--- src/sv/fgce_ram.sv ---
// Generic single-write, single-read RAM with registered read data.
module fgce_ram #(
   parameter int WIDTH = 8,
   parameter int DEPTH = 16
) (
   input  logic                     clock,
   input  logic                     wr_en,
   input  logic [$clog2(DEPTH)-1:0] wr_addr,
   input  logic [WIDTH-1:0]         wr_data,
   input  logic [$clog2(DEPTH)-1:0] rd_addr,
   output logic [WIDTH-1:0]         rd_data
);

   logic [WIDTH-1:0] mem [DEPTH];
   logic [WIDTH-1:0] rd_data_ff;

   always_ff @(posedge clock) begin
      if (wr_en) begin
         mem[wr_addr] <= wr_data;
      end
      rd_data_ff <= mem[rd_addr];
   end

   assign rd_data = rd_data_ff;

endmodule

--- config.mk ---
export PLATFORM = sky130hd
export DESIGN_NAME = fgce_ram
export DESIGN_NICKNAME = d
export VERILOG_FILES = /design/src/sv/fgce_ram.sv
export SDC_FILE = /design/constraint.sdc
export NUM_CORES = 1
export LEC_CHECK = 0
export BUFFER_PORTS_ARGS = -buffer_cell sky130_fd_sc_hd__buf_2
export CAP_MARGIN = 20
export CORE_ASPECT_RATIO = 1.2
export CORE_MARGIN = 2
export CORE_UTILIZATION = 46
export CTS_BUF_LIST = sky130_fd_sc_hd__clkbuf_8
export DETAILED_ROUTE_END_ITERATION = 10
export PLACE_DENSITY = 0.62
export SYNTH_ARGS = -nofsm -noshare
export SYNTH_HDL_FRONTEND = slang
export SYNTH_SLANG_ARGS = --single-unit
--- constraint.sdc ---
create_clock -name clock -period 5.4 [get_ports clock]
set_clock_uncertainty 0.1 [all_clocks]
set_input_delay 1.08 -clock clock [delete_from_list [all_inputs] [get_ports clock]]
set_output_delay 1.08 -clock clock [all_outputs]
set_load 0.01 [all_outputs]
==> load_flow_metrics.sql <==
INSERT INTO impl_metrics (metric_group, metric, value, unit) VALUES
('global_routing', 'grt_first_pass_wirelength', '14700', 'um'),
('routing', 'post_drt_via_cell_ratio', '5.71', ''),
('setup_path', 'critPathArrivalTime', '2.61', 'ns'),
('floorplanning', 'number_of_i_o_pins', '26', ''),
('setup_path', 'r2r-end', 'rd_data[1]', ''),
('global_routing', 'grt_pass1_vias', '2387', ''),
('sta', 'final_period_minus_worst_setup_slack', '2.57', 'ns'),
('yosys', 'mean_cell_area_of_the_mapped_netlist', '22.5', 'um^2'),
('sta', 'slew_headroom', '39.9', '%'),
('pwr', 'p_leak', '1.96', 'nW'),
('cts', 'cts_repair_resize_count', '0', ''),
('final_layout', 'highest_count_cells_in_the_layout_ignoring_fill_and_taps', 'sky130_fd_sc_hd__edfxtp_1, sky130_fd_sc_hd__buf_2, sky130_fd_sc_hd__mux4_2', ''),
('yosys', 'synth_nets', '247', ''),
('sta', 'worstMarginPinSlew', '0.899', 'ns'),
('final_layout', 'design.final.nets', '283', ''),
('final_layout', 'area_growth', '14.3', '%'),
('global_routing', 'groute.usage.overall', '17.7', '%'),
('setup_path', 'most_used_cell_cp', 'sky130_fd_sc_hd__buf_2', ''),
('sta', 'finalHoldViolCount', '0', ''),
('setup_path', 'worstRegToRegCells', '3', ''),
('place', 'placement.setup.worst_slack', '2.16', 'ns'),
('sta', 'setup_repair_after_global_routing_missed_its_margin', 'false', ''),
('place', 'buffer_ports.inserted', '25', ''),
('floorplanning', 'die_h', '120', 'um'),
('cts', 'cts_buffers', '17', ''),
('pwr', 'cellPowerDensity', '391', 'nW/um^2'),
('outcome', 'run_status', 'completed', ''),
('setup_path', 'crit_path_start', 'wr_addr[2]', ''),
('sta', 'fin_tns_setup', '0', 'ns'),
('setup_path', 'critPathTopFamily', 'simple AND/OR/NAND/NOR gates', ''),
('job', 'timing.max_cap.violations', '0', ''),
('final_layout', 'antenna_cells', '0', ''),
('cts', 'cts.root.buffer_cell', 'sky130_fd_sc_hd__clkbuf_8', ''),
('setup_path', 'r2r-start', 'mem[1][1]', ''),
('yosys', 'synth_cells', '229', ''),
('place', 'detailed_place_hpwl', '5980', 'um'),
('yosys', 'number_of_register_bits_inferred_by_synthesis', '136', ''),
('place', 'place.gp.congestion', '0.751', ''),
('final_layout', 'fill_cells', '877', ''),
('floorplanning', 'die_area', '12100', 'um^2'),
('sta', 'timing.final.setup_violations', '0', ''),
('pwr', 'ir_worst_vdd', '155', 'uV'),
('hold_path', 'worst_hold_path_type', 'reg -> reg', ''),
('setup_path', 'slack_of_the_worst_reg_to_reg_path', '3.93', 'ns'),
('sta', 'period_share', '47.6', '%'),
('final_layout', 'sequential_cell_area', '4000', 'um^2'),
('floorplanning', 'width_of_the_die', '101', 'um'),
('global_routing', 'maximum_number_of_pins_on_one_net_before_global_route_repair', '33', ''),
('cts', 'postCtsHoldBufs', '0', ''),
('setup_path', 'cp.required', '5.43', 'ns'),
('routing', 'num_vias', '2341', ''),
('yosys', 'synth_warnings', '0', ''),
('routing', 'first_iteration_detailed_routing_drc_count', '150', ''),
('final_layout', 'multi_input_area', '1070', 'um^2'),
('sta', 'setup_ws', '2.83', 'ns'),
('cts', 'cts.htree.levels', '4', ''),
('floorplanning', 'rows', '42', ''),
('setup_path', 'worstSetupEndpointType', 'flop', ''),
('setup_path', 'cp_cell_sequence', 'buf_2, or3b_2, nor3_1, buf_2', ''),
('final_layout', 'fraction_of_layout_instances_using_a_drive_strength_above_1', '28.4', '%'),
('routing', 'drc', '0', ''),
('global_routing', 'total_congestion_overflow_after_global_routing', '0', ''),
('sta', 'timing.final.max_slew_violations', '0', ''),
('global_routing', 'number_of_antenna_violations_at_the_first_check_in_global_routing', '0', ''),
('cts', 'cts_tree', 'built', ''),
('cts', 'cts.path.max_buffers', '2', ''),
('routing', 'drt_pre_antenna_iters', '4', ''),
('routing', 'wirelength', '9640', 'um'),
('yosys', 'ys_seq_area_share', '77.8', '%'),
('cts', 'clkTransAtPathRegs', '0.08', 'ns'),
('setup_path', 'timing.critical_path.buf_inv', '2', '');
## report_power, final
part / internal [mW] / leakage, nW / switching [mW]
clock network: 0.637 / 0.244 / 0.373
registers: 1.18 / 1.22 / 0.00650
logic: 0.0436 / 0.489 / 0.0631
total: 1.86 / 1.96 / 0.442
## cell type report
class                   instances  share of cell area (%)
well taps                     132                    2.81
clock buffers                  17                    3.98
clock inverters                15                    4.36
repair buffers                 27                    2.55
flip-flops and latches        136                    68.1
multi-input cells              83                    18.2
## worst min-delay path, cell delays in order, from the launching register on
cell and delay [ns]:
sky130_fd_sc_hd__edfxtp_1 0.32, sky130_fd_sc_hd__mux4_1 0.21, sky130_fd_sc_hd__a22oi_1 0.08, sky130_fd_sc_hd__nand2_1 0.05
## worst min path at each step
stage	to	from	cells after the start	slack [ns]
after CTS	rd_data[4]	mem[12][4]	3	0.58
after floorplan	rd_data[0]	mem[7][0]	3	0.53
after detailed placement	rd_data[2]	mem[11][2]	3	0.57
after global routing	rd_data[4]	mem[12][4]	3	0.61
after global placement	rd_data[5]	mem[11][5]	3	0.55
final	rd_data[4]	mem[11][4]	3	0.58
## metrics by stage
stage / utilization (%) / total power, mW / cell area (um^2) / std cells / hold slack, ns
floorplan: - / 1.27 / 5150 / 229 / 0.529
global placement: 48.9 / 1.31 / 5370 / 376 / 0.554
detailed placement: 48.9 / 1.32 / 5370 / 377 / 0.569
CTS: 53.4 / 2.32 / 5860 / 409 / 0.582
global route: 53.6 / 2.38 / 5880 / 410 / 0.609
finish: 53.6 / 2.30 / 5880 / 410 / 0.577
## layer usage
metal | share of wire, % | track usage [%]
met5 | 0 | 0
met4 | 1.0 | 5.65
met3 | 4.6 | 5.07
met2 | 52 | 27.9
met1 | 43 | 24.1
## cells by family after synthesis
logic type | synth area share [%]
simple gates | 3.18
mux | 15.0
flops | 77.8
compound gates | 2.33
buf+inv | 1.68
## flip-flops by register name (all words and copies together), names as in the netlist
signal   flops
mem        128
rd_data      8
## Yosys cell counts
| library cell | number | share of area, % |
|---|---|---|
| sky130_fd_sc_hd__nor2_1 | 13 | 0.95 |
| sky130_fd_sc_hd__clkdlybuf4s25_2 | 3 | 0.58 |
| sky130_fd_sc_hd__nand3b_1 | 2 | 0.29 |
| sky130_fd_sc_hd__nor2b_1 | 1 | 0.12 |
| sky130_fd_sc_hd__a22oi_1 | 16 | 2.3 |
| sky130_fd_sc_hd__nor3_1 | 4 | 0.39 |
| sky130_fd_sc_hd__edfxtp_1 | 128 | 75 |
| sky130_fd_sc_hd__buf_6 | 3 | 0.66 |
| sky130_fd_sc_hd__buf_4 | 1 | 0.15 |
| sky130_fd_sc_hd__mux4_1 | 14 | 7.1 |
| sky130_fd_sc_hd__dfxtp_1 | 8 | 3.1 |
| sky130_fd_sc_hd__nand3_1 | 1 | 0.097 |
| sky130_fd_sc_hd__mux4_2 | 18 | 7.9 |
| sky130_fd_sc_hd__buf_2 | 3 | 0.29 |
| sky130_fd_sc_hd__nand2b_1 | 2 | 0.24 |
| sky130_fd_sc_hd__and2b_1 | 1 | 0.15 |
| sky130_fd_sc_hd__nand2_1 | 9 | 0.66 |
| sky130_fd_sc_hd__or3b_2 | 1 | 0.17 |
| sky130_fd_sc_hd__and2_1 | 1 | 0.12 |
Power figures use the tool's default switching activity.
